<file path="src/rtl/core/rlbn_pkg.sv">
// shared types, widths and helpers for the rmsd lower bound from norms block
// no dependencies; imported by every module under rtl/core
`timescale 1ns / 1ps
`default_nettype none

package rlbn_pkg;

   localparam int COORD_W   = 20;              // signed q11.8 coordinate
   localparam int MAG_W     = 20;              // magnitude of a coordinate
   localparam int PROD_W    = 2 * MAG_W;       // one square
   localparam int SUM_W     = 52;              // running sum of squared differences
   localparam int ROOT_W    = SUM_W / 2;       // root of the widest operand
   localparam int REM_W     = ROOT_W + 3;      // root remainder after the shift-in
   localparam int COUNT_W   = 11;              // pair counter
   localparam int BOUND_W   = 20;              // result field
   localparam int MAX_ATOMS = 1024;

   // root step counts: a norm square is 40 bits, the mean is treated as full width
   localparam int SHORT_STEPS = PROD_W / 2;
   localparam int LONG_STEPS  = ROOT_W;
   localparam int SHORT_SHIFT = SUM_W - PROD_W;
   localparam int STEP_W      = $clog2(LONG_STEPS + 1);
   localparam int DIV_STEP_W  = $clog2(SUM_W + 1);

   typedef enum logic [3:0] {
      ST_IDLE,
      ST_MUL,
      ST_ADD,
      ST_ROOT_GO,
      ST_ROOT_WAIT,
      ST_DIFF,
      ST_ACCUM,
      ST_FIN,
      ST_DIV_WAIT,
      ST_MEAN_ROOT,
      ST_OUT
   } seq_state_type;

   // command to the shared root unit
   typedef struct packed {
      logic start;
      logic long_mode;
   } root_cmd_type;

   // magnitude of a two's complement coordinate; the most negative code maps to 2^19
   function automatic logic [MAG_W-1:0] coord_mag(input logic [COORD_W-1:0] v);
      logic [MAG_W-1:0] neg;
      neg = ~v + MAG_W'(1);
      return v[COORD_W-1] ? neg : v;
   endfunction

endpackage

`default_nettype wire

</file>
<file path="src/rtl/core/rmsd_lower_bound_from_norms.sv">
// top level: sequencer, shared squarer and accumulator for the rmsd lower bound
// depends on rlbn_pkg, rlbn_sqrt and rlbn_div
`timescale 1ns / 1ps
`default_nettype none

// channel   direction  handshake            payload
// req_      in         req_valid/req_stall  six q11.8 coordinates, last_atom
// rsp_      out        rsp_valid/rsp_stall  bound_value, atoms_used, overflowed
//
// a pair, accept to accept: per point three squares on the one 20x20 multiplier, a
// root launch and a 20-step root pass; then diff, add, idle
// the last pair adds a start, a 52-step divide, a 26-step root and the result load
// req_stall is high from the accept until the sequencer is back in idle
// reset (synchronous) clears the sequencer, count, sum and overflow flag
// a result parks in the output register; only a second waiting result holds the sequencer

module rmsd_lower_bound_from_norms import rlbn_pkg::*; (
   input  wire logic                      clock,
   input  wire logic                      reset,
   input  wire logic                      req_valid,
   output logic                           req_stall,
   input  wire logic signed [COORD_W-1:0] req_ref_x,
   input  wire logic signed [COORD_W-1:0] req_ref_y,
   input  wire logic signed [COORD_W-1:0] req_ref_z,
   input  wire logic signed [COORD_W-1:0] req_cand_x,
   input  wire logic signed [COORD_W-1:0] req_cand_y,
   input  wire logic signed [COORD_W-1:0] req_cand_z,
   input  wire logic                      req_last_atom,
   output logic                           rsp_valid,
   input  wire logic                      rsp_stall,
   output logic [BOUND_W-1:0]             rsp_bound_value,
   output logic [COUNT_W-1:0]             rsp_atoms_used,
   output logic                           rsp_overflowed
);

   seq_state_type      state_ff, state_in;

   // latched pair
   logic [COORD_W-1:0] coord_ff [6];
   logic [COORD_W-1:0] coord_in [6];
   logic               last_ff,  last_in;

   // per-point work
   logic               point_ff, point_in;   // 0 reference, 1 candidate
   logic [1:0]         axis_ff,  axis_in;
   logic [PROD_W-1:0]  prod_ff,  prod_in;
   logic [PROD_W-1:0]  nsq_ff,   nsq_in;     // squared norm, q.16
   logic [MAG_W-1:0]   norm_u_ff, norm_u_in;

   // run state
   logic [SUM_W-1:0]   sum_ff,   sum_in;
   logic [COUNT_W-1:0] count_ff, count_in;
   logic               ovf_ff,   ovf_in;
   logic [BOUND_W-1:0] bound_ff, bound_in;

   // result register
   logic               rsp_valid_ff, rsp_valid_in;
   logic [BOUND_W-1:0] rsp_bound_ff, rsp_bound_in;
   logic [COUNT_W-1:0] rsp_count_ff, rsp_count_in;
   logic               rsp_ovf_ff,   rsp_ovf_in;

   // shared units
   root_cmd_type       root_cmd;
   logic [SUM_W-1:0]   root_operand;
   logic               root_done;
   logic [ROOT_W-1:0]  root_value;
   logic               div_start;
   logic               div_done;
   logic [SUM_W-1:0]   div_quot;

   logic [MAG_W-1:0]   mul_a;
   logic [MAG_W-1:0]   norm_diff;
   logic [2:0]         coord_sel;
   logic               req_take;

   rlbn_sqrt u_sqrt (
      .clock   (clock),
      .reset   (reset),
      .cmd     (root_cmd),
      .operand (root_operand),
      .done    (root_done),
      .root    (root_value)
   );

   rlbn_div u_div (
      .clock    (clock),
      .reset    (reset),
      .start    (div_start),
      .dividend (sum_ff),
      .divisor  (count_ff),
      .done     (div_done),
      .quotient (div_quot)
   );

   assign req_stall = (state_ff != ST_IDLE);
   assign req_take  = req_valid && !req_stall;

   // coordinate for the current square: reference axes first, then candidate
   assign coord_sel = point_ff ? (3'd3 + {1'b0, axis_ff}) : {1'b0, axis_ff};

   // absolute difference of the two norms
   assign norm_diff = (norm_u_ff >= root_value[MAG_W-1:0])
                    ? (norm_u_ff - root_value[MAG_W-1:0])
                    : (root_value[MAG_W-1:0] - norm_u_ff);

   always_comb begin
      state_in     = state_ff;
      coord_in     = coord_ff;
      last_in      = last_ff;
      point_in     = point_ff;
      axis_in      = axis_ff;
      prod_in      = prod_ff;
      nsq_in       = nsq_ff;
      norm_u_in    = norm_u_ff;
      sum_in       = sum_ff;
      count_in     = count_ff;
      ovf_in       = ovf_ff;
      bound_in     = bound_ff;
      rsp_bound_in = rsp_bound_ff;
      rsp_count_in = rsp_count_ff;
      rsp_ovf_in   = rsp_ovf_ff;
      rsp_valid_in = rsp_valid_ff && rsp_stall;

      root_cmd     = '0;
      root_operand = '0;
      div_start    = 1'b0;
      mul_a        = coord_mag(coord_ff[coord_sel]);

      case (state_ff)
         ST_IDLE: begin
            if (req_take) begin
               coord_in[0] = req_ref_x;
               coord_in[1] = req_ref_y;
               coord_in[2] = req_ref_z;
               coord_in[3] = req_cand_x;
               coord_in[4] = req_cand_y;
               coord_in[5] = req_cand_z;
               last_in     = req_last_atom;
               point_in    = 1'b0;
               axis_in     = 2'd0;
               nsq_in      = '0;
               state_in    = ST_MUL;
            end
         end
         ST_MUL: begin
            prod_in  = PROD_W'(mul_a) * PROD_W'(mul_a);
            state_in = ST_ADD;
         end
         ST_ADD: begin
            // three squares of at most 2^38 each, so the norm square stays below 2^40
            nsq_in = nsq_ff + prod_ff;
            if (axis_ff == 2'd2) begin
               state_in = ST_ROOT_GO;
            end else begin
               axis_in  = axis_ff + 2'd1;
               state_in = ST_MUL;
            end
         end
         ST_ROOT_GO: begin
            root_cmd.start     = 1'b1;
            root_cmd.long_mode = 1'b0;
            root_operand       = SUM_W'(nsq_ff);
            state_in           = ST_ROOT_WAIT;
         end
         ST_ROOT_WAIT: begin
            if (root_done) begin
               if (!point_ff) begin
                  norm_u_in = root_value[MAG_W-1:0];
                  point_in  = 1'b1;
                  axis_in   = 2'd0;
                  nsq_in    = '0;
                  state_in  = ST_MUL;
               end else begin
                  state_in  = ST_DIFF;
               end
            end
         end
         ST_DIFF: begin
            // root unit holds the candidate norm until its next start
            mul_a    = norm_diff;
            prod_in  = PROD_W'(mul_a) * PROD_W'(mul_a);
            state_in = ST_ACCUM;
         end
         ST_ACCUM: begin
            if (count_ff < COUNT_W'(MAX_ATOMS)) begin
               sum_in   = sum_ff + SUM_W'(prod_ff);
               count_in = count_ff + COUNT_W'(1);
            end else begin
               ovf_in = 1'b1;   // run too long, pair dropped
            end
            state_in = last_ff ? ST_FIN : ST_IDLE;
         end
         ST_FIN: begin
            if (count_ff != '0) begin
               div_start = 1'b1;
               state_in  = ST_DIV_WAIT;
            end else begin
               bound_in  = '0;   // empty run
               state_in  = ST_OUT;
            end
         end
         ST_DIV_WAIT: begin
            if (div_done) begin
               root_cmd.start     = 1'b1;
               root_cmd.long_mode = 1'b1;
               root_operand       = div_quot;
               state_in           = ST_MEAN_ROOT;
            end
         end
         ST_MEAN_ROOT: begin
            if (root_done) begin
               bound_in = root_value[BOUND_W-1:0];
               state_in = ST_OUT;
            end
         end
         ST_OUT: begin
            // load the result register once any earlier result has gone
            if (!rsp_valid_ff || !rsp_stall) begin
               rsp_valid_in = 1'b1;
               rsp_bound_in = bound_ff;
               rsp_count_in = count_ff;
               rsp_ovf_in   = ovf_ff;
               sum_in       = '0;
               count_in     = '0;
               ovf_in       = 1'b0;
               state_in     = ST_IDLE;
            end
         end
         default: begin
            state_in = ST_IDLE;
         end
      endcase
   end

   always_ff @(posedge clock) begin
      if (reset) begin
         state_ff     <= ST_IDLE;
         sum_ff       <= '0;
         count_ff     <= '0;
         ovf_ff       <= 1'b0;
         rsp_valid_ff <= 1'b0;
      end else begin
         state_ff     <= state_in;
         sum_ff       <= sum_in;
         count_ff     <= count_in;
         ovf_ff       <= ovf_in;
         rsp_valid_ff <= rsp_valid_in;
      end
      coord_ff     <= coord_in;
      last_ff      <= last_in;
      point_ff     <= point_in;
      axis_ff      <= axis_in;
      prod_ff      <= prod_in;
      nsq_ff       <= nsq_in;
      norm_u_ff    <= norm_u_in;
      bound_ff     <= bound_in;
      rsp_bound_ff <= rsp_bound_in;
      rsp_count_ff <= rsp_count_in;
      rsp_ovf_ff   <= rsp_ovf_in;
   end

   assign rsp_valid       = rsp_valid_ff;
   assign rsp_bound_value = rsp_bound_ff;
   assign rsp_atoms_used  = rsp_count_ff;
   assign rsp_overflowed  = rsp_ovf_ff;

   // the pair count never runs past the run limit
   a_count_limit: assert property (@(posedge clock) disable iff (reset)
      count_ff <= COUNT_W'(MAX_ATOMS))
      else $error("pair count above limit");

   // a new result appears only out of the output state
   a_rsp_source: assert property (@(posedge clock) disable iff (reset)
      $rose(rsp_valid_ff) |-> $past(state_ff == ST_OUT))
      else $error("result raised outside output state");

   // the run state is cleared in the cycle after a result is loaded
   a_run_cleared: assert property (@(posedge clock) disable iff (reset)
      (state_ff == ST_OUT && state_in == ST_IDLE) |=> (count_ff == '0 && !ovf_ff))
      else $error("run state not cleared after result");

endmodule

`default_nettype wire

</file>
<file path="src/rtl/core/rlbn_sqrt.sv">
// shared bit-serial floored square root, two operand bits per cycle
// depends on rlbn_pkg
`timescale 1ns / 1ps
`default_nettype none

module rlbn_sqrt import rlbn_pkg::*; (
   input  wire logic               clock,
   input  wire logic               reset,
   input  wire root_cmd_type       cmd,
   input  wire logic [SUM_W-1:0]   operand,
   output logic                    done,
   output logic [ROOT_W-1:0]       root
);

   logic [SUM_W-1:0]  op_ff,   op_in;
   logic [REM_W-1:0]  rem_ff,  rem_in;
   logic [ROOT_W-1:0] root_ff, root_in;
   logic [STEP_W-1:0] steps_ff, steps_in;
   logic              run_ff,  run_in;
   logic              done_ff, done_in;

   logic [REM_W-1:0]  rem_shift;
   logic [REM_W-1:0]  trial;

   always_comb begin
      rem_shift = {rem_ff[REM_W-3:0], op_ff[SUM_W-1 -: 2]};
      trial     = REM_W'({root_ff, 2'b01});

      op_in    = op_ff;
      rem_in   = rem_ff;
      root_in  = root_ff;
      steps_in = steps_ff;
      run_in   = run_ff;
      done_in  = 1'b0;

      if (cmd.start) begin
         // short operands are left-aligned so both modes consume from the top
         op_in    = cmd.long_mode ? operand : (operand << SHORT_SHIFT);
         rem_in   = '0;
         root_in  = '0;
         steps_in = cmd.long_mode ? STEP_W'(LONG_STEPS) : STEP_W'(SHORT_STEPS);
         run_in   = 1'b1;
      end else if (run_ff) begin
         op_in = {op_ff[SUM_W-3:0], 2'b00};
         if (rem_shift >= trial) begin
            rem_in  = rem_shift - trial;
            root_in = {root_ff[ROOT_W-2:0], 1'b1};
         end else begin
            rem_in  = rem_shift;
            root_in = {root_ff[ROOT_W-2:0], 1'b0};
         end
         steps_in = steps_ff - STEP_W'(1);
         if (steps_ff == STEP_W'(1)) begin
            run_in  = 1'b0;
            done_in = 1'b1;
         end
      end
   end

   always_ff @(posedge clock) begin
      if (reset) begin
         run_ff  <= 1'b0;
         done_ff <= 1'b0;
      end else begin
         run_ff  <= run_in;
         done_ff <= done_in;
      end
      op_ff    <= op_in;
      rem_ff   <= rem_in;
      root_ff  <= root_in;
      steps_ff <= steps_in;
   end

   assign done = done_ff;
   assign root = root_ff;

endmodule

`default_nettype wire

</file>
<file path="src/rtl/core/rlbn_div.sv">
// restoring divider, one quotient bit per cycle, for the mean of the squared differences
// depends on rlbn_pkg
`timescale 1ns / 1ps
`default_nettype none

module rlbn_div import rlbn_pkg::*; (
   input  wire logic               clock,
   input  wire logic               reset,
   input  wire logic               start,
   input  wire logic [SUM_W-1:0]   dividend,
   input  wire logic [COUNT_W-1:0] divisor,
   output logic                    done,
   output logic [SUM_W-1:0]        quotient
);

   logic [SUM_W-1:0]      q_ff,    q_in;
   logic [COUNT_W-1:0]    rem_ff,  rem_in;
   logic [COUNT_W-1:0]    dvs_ff,  dvs_in;
   logic [DIV_STEP_W-1:0] steps_ff, steps_in;
   logic                  run_ff,  run_in;
   logic                  done_ff, done_in;

   logic [COUNT_W:0]      shifted;
   logic [COUNT_W:0]      diff;

   always_comb begin
      shifted = {rem_ff, q_ff[SUM_W-1]};
      diff    = shifted - {1'b0, dvs_ff};

      q_in     = q_ff;
      rem_in   = rem_ff;
      dvs_in   = dvs_ff;
      steps_in = steps_ff;
      run_in   = run_ff;
      done_in  = 1'b0;

      if (start) begin
         q_in     = dividend;
         rem_in   = '0;
         dvs_in   = divisor;
         steps_in = DIV_STEP_W'(SUM_W);
         run_in   = 1'b1;
      end else if (run_ff) begin
         if (shifted >= {1'b0, dvs_ff}) begin
            rem_in = diff[COUNT_W-1:0];
            q_in   = {q_ff[SUM_W-2:0], 1'b1};
         end else begin
            rem_in = shifted[COUNT_W-1:0];
            q_in   = {q_ff[SUM_W-2:0], 1'b0};
         end
         steps_in = steps_ff - DIV_STEP_W'(1);
         if (steps_ff == DIV_STEP_W'(1)) begin
            run_in  = 1'b0;
            done_in = 1'b1;
         end
      end
   end

   always_ff @(posedge clock) begin
      if (reset) begin
         run_ff  <= 1'b0;
         done_ff <= 1'b0;
      end else begin
         run_ff  <= run_in;
         done_ff <= done_in;
      end
      q_ff     <= q_in;
      rem_ff   <= rem_in;
      dvs_ff   <= dvs_in;
      steps_ff <= steps_in;
   end

   assign done     = done_ff;
   assign quotient = q_ff;

endmodule

`default_nettype wire
</file>
<file path="config.mk">
export PLATFORM = sky130hd
export DESIGN_NAME = rmsd_lower_bound_from_norms
export DESIGN_NICKNAME = d
export VERILOG_FILES = /design/src/rtl/core/rlbn_pkg.sv /design/src/rtl/core/rmsd_lower_bound_from_norms.sv /design/src/rtl/core/rlbn_sqrt.sv /design/src/rtl/core/rlbn_div.sv
export SDC_FILE = /design/constraint.sdc
export NUM_CORES = 2
export LEC_CHECK = 0
export BUFFER_PORTS_ARGS = -buffer_cell sky130_fd_sc_hd__buf_2
export CORE_MARGIN = 3
export CORE_UTILIZATION = 60
export CTS_CLUSTER_SIZE = 25
export DETAILED_ROUTE_END_ITERATION = 8
export PLACE_DENSITY = 0.81
export SLEW_MARGIN = 30
export SYNTH_ARGS = -nofsm -noshare
export SYNTH_HDL_FRONTEND = slang
export SYNTH_SLANG_ARGS = --single-unit
</file>
<file path="constraint.sdc">
create_clock -name clock -period 12.4 [get_ports clock]
set_clock_uncertainty 0.1 [all_clocks]
set_input_delay 1.86 -clock clock [delete_from_list [all_inputs] [get_ports clock]]
set_output_delay 1.86 -clock clock [all_outputs]
set_load 0.03 [all_outputs]
</file>
==> run_results.csv <==
group,metric,value,unit
cts,cts_tree,"built",
cts,cts_sinks,538,
synthesis,synthFlopType,"edfxtp_1",
timing,tns,0,ps
timing,fmaxAchievable,0.08693,GHz
cells_and_area,syn_to_final_growth,7.957,%
worst_setup_path,crit_required,12660,ps
floorplanning,die_area,89960,sq um
synthesis,async_reset_ff_frac,0,
job,drv_cap,0,
synthesis,syn_inst,5365,
grt,antenna_found_initial,12,
floorplanning,core,85410,sq um
grt,grt_pass1_vias,40790,
run_status,run_status,"finished, final reports clean",
timing,relSlewSlack,0.3927,
synthesis,synth_edf_count,395,
worst_setup_path,crit_arrival,11770,ps
cells_and_area,drive_gt1_frac,0.08243,
drt,drc,0,
cts,clkLatencyLatePin,630,ps
min_path,holdPathStages,0,
worst_setup_path,slowest_delay,880,ps
cts,cts_buffers,57,
timing,rsz0062_at_grt,"no",
cells_and_area,final_cells,6689,
worst_setup_path,start_kind,"flip-flop",
min_path,holdCritStartpoint,"bound_ff[9]$_SDFFCE_PP0P_",
timing,hold_viol,0,
worst_setup_path,rr_worst_depth,37,
drt,antenna_left,0,
cells_and_area,fin_util,0.6552,
grt,grt-ovfl-total,0,
synthesis,synthDistinctLibCells,99,
floorplanning,ios,159,
drt,drt_pre_antenna_iters,5,
synthesis,yosysWarnings,0,
synthesis,synth_area,51840,sq um
worst_setup_path,critPathBufInv,5,
placed_design,numPortBuffers,158,
grt,grt_first_pass_wirelength,210.7,mm
cts,clockBufferDepth,3,
worst_setup_path,r2r_end,"prod_ff[38]$_DFFE_PP_",
drt,viasPerCell,5.915,
drt,wl_per_cell,19.43,um
drt,drt_iter0_drc,3749,
min_path,hp-class,"flip-flop to flip-flop",
timing,hold-worst-slack,317.9,ps
floorplanning,die_y,299.9,um
worst_setup_path,critical_path_peak_fanout,25,
drt,num_vias,39560,
timing,fin_crit,11500,ps
grt,grt_use_total,0.2922,
worst_setup_path,path_common_cell,"fa_1",
cts,path_clk_slew,60,ps
floorplanning,num_rows,107,
grt,grt_max_degree,92,
min_path,hold_end,"rsp_bound_value[9]$_DFFE_PP_",
timing,setup_viol,0,
cts,ctsResizeCount,0,
floorplanning,initial_utilization,0.6069,
worst_setup_path,critPathKind,"flip-flop to flip-flop",
worst_setup_path,crit_family,"adder cells",
placed_design,dp_hpwl,100.6,mm
cts,htreeDepth,2,
timing,period_share,0.9277,
worst_setup_path,cp-end-kind,"flip-flop",
synthesis,ys_ff_latch,538,
cts,cts_setup_buffers,0,
worst_setup_path,cpMaxStageDelayCell,"ha_1",
timing,tightest_slew,910.9,ps
worst_setup_path,r2r_setup_slack,900,ps
synthesis,syn_area_per_cell,9.663,sq um
timing,finalMaxSlewViolations,0,
worst_setup_path,rr_startpoint,"norm_u_ff[0]$_DFFE_PP_",
placed_design,gp_congestion,0.9515,
drt,totalWireLength,130.0,mm
cts,holdBufCountCts,0,
cells_and_area,final_nets,6632,
placed_design,dp_cells,6568,
cts,root_buffer,"clkbuf_16",
cells_and_area,nFillCells,6677,
synthesis,ys_seq_area_frac,0.2840,
floorplanning,die_w,299.9,um
-- sequential cells by signal, summed over array words and instances (netlist names), 20 cells and up --
register / cells
u_sqrt.rem_ff: 27
u_sqrt.root: 26
u_sqrt.op_ff: 52
sum_ff: 52
norm_u_ff: 20
rsp_bound_value: 20
coord_ff: 120
prod_ff: 39
nsq_ff: 40
bound_ff: 20
u_div.quotient: 52
-- area by class of cell --
cell class                      count  area (sq um)  share of cell area
Antenna cell                       13         32.53           0.0005813
Tap cell                         1144          1431             0.02558
Sequential cell                   538         14730              0.2631
Multi-Input combinational cell   3813         33330              0.5955
Timing Repair Buffer              234          1385             0.02475
Inverter                          840          3153             0.05634
Clock inverter                     29         274.0            0.004896
Clock buffer                       78          1638             0.02926
-- kinds of logic after synthesis --
group,Yosys count,share of synthesized area
adder cells (fa/ha/maj),1025,0.3287
other,2,0.0001449
multiplexers,128,0.03133
XOR/XNOR,234,0.04009
flip-flops,538,0.2840
buffers and inverters,1028,0.07593
AND/OR/NAND/NOR,1478,0.1253
AO/OA/AOI/OAI,932,0.1145
-- per-stage QoR --
stage / worst slack, ps / cell area (sq um)
2_1_floorplan: 1535 / 51890
6_report: 896.6 / 55970
5_1_grt: 191.0 / 55960
3_3_place_gp: 1258 / 53970
3_5_place_dp: 1096 / 53980
4_1_cts: 1026 / 55900
-- Yosys cell counts (all sizes together), types with 24 or more instances --
library cell | n | area, sq um
inv | 830 | 3115
nand2 | 600 | 2252
fa | 562 | 11250
nor2 | 491 | 1851
ha | 461 | 5768
edfxtp | 395 | 11860
a21oi | 315 | 1592
o21ai | 182 | 922.1
clkbuf | 154 | 579.3
dfxtp | 143 | 2863
xnor2 | 136 | 1191
a21o | 116 | 870.8
xor2 | 97 | 864.6
mux2i | 79 | 790.8
a22oi | 56 | 425.4
nand2b | 54 | 337.8
nand3 | 51 | 255.2
nor3 | 47 | 235.2
a31oi | 39 | 259.0
and2 | 39 | 244.0
nor2b | 38 | 237.7
o21bai | 35 | 262.8
buf | 34 | 203.9
nand4 | 33 | 206.5
and3 | 26 | 162.7
o21a | 26 | 195.2
mux4 | 25 | 563.0
mux2 | 24 | 270.3
-- placed cells by master (no fill, tap or decap), drive strengths merged, types with 97 or more instances in the layout --
cell | synthesis | final
nand2 | 600 | 600
a21o | 116 | 116
buf | 34 | 234
nor2 | 491 | 491
xor2 | 97 | 97
inv | 830 | 831
a21oi | 315 | 315
edfxtp | 395 | 395
o21ai | 182 | 182
xnor2 | 136 | 136
dfxtp | 143 | 143
fa | 562 | 562
ha | 461 | 461
-- how the worst max path moves through the flow --
stage | start | to | slack, ps | cells after the start
3_3_place_gp | norm_u_ff[0]$_DFFE_PP_ | prod_ff[38]$_DFFE_PP_ | 1260 | 37
4_1_cts | norm_u_ff[0]$_DFFE_PP_ | prod_ff[38]$_DFFE_PP_ | 1030 | 37
6_report | norm_u_ff[0]$_DFFE_PP_ | prod_ff[38]$_DFFE_PP_ | 900 | 37
2_1_floorplan | axis_ff[0]$_SDFFCE_PN0P_ | prod_ff[36]$_DFFE_PP_ | 1530 | 49
5_1_grt | norm_u_ff[0]$_DFFE_PP_ | prod_ff[38]$_DFFE_PP_ | 190 | 37
3_5_place_dp | norm_u_ff[0]$_DFFE_PP_ | prod_ff[38]$_DFFE_PP_ | 1100 | 37
-- worst register-to-register path, delay by kind of cell, from the launching register on --
kind	cells	cell delay [ps]
flip-flops	1	350
AO/OA/AOI/OAI	14	3150
buffers and inverters	5	1050
adder cells (fa/ha/maj)	9	4710
multiplexers	1	400
XOR/XNOR	2	320
AND/OR/NAND/NOR	6	1150
-- layer usage --
layer  part of all wire  vias up  track usage
met1               0.39    19470       0.3818
met3              0.080      388      0.04325
met2               0.49     1650       0.4973
li1                   -    18050            -
met4              0.041        2       0.1065
met5            0.00010        -            0
Power is not shown: default switching activity piles up to over one toggle a cycle in this logic, so the estimate is an artifact.
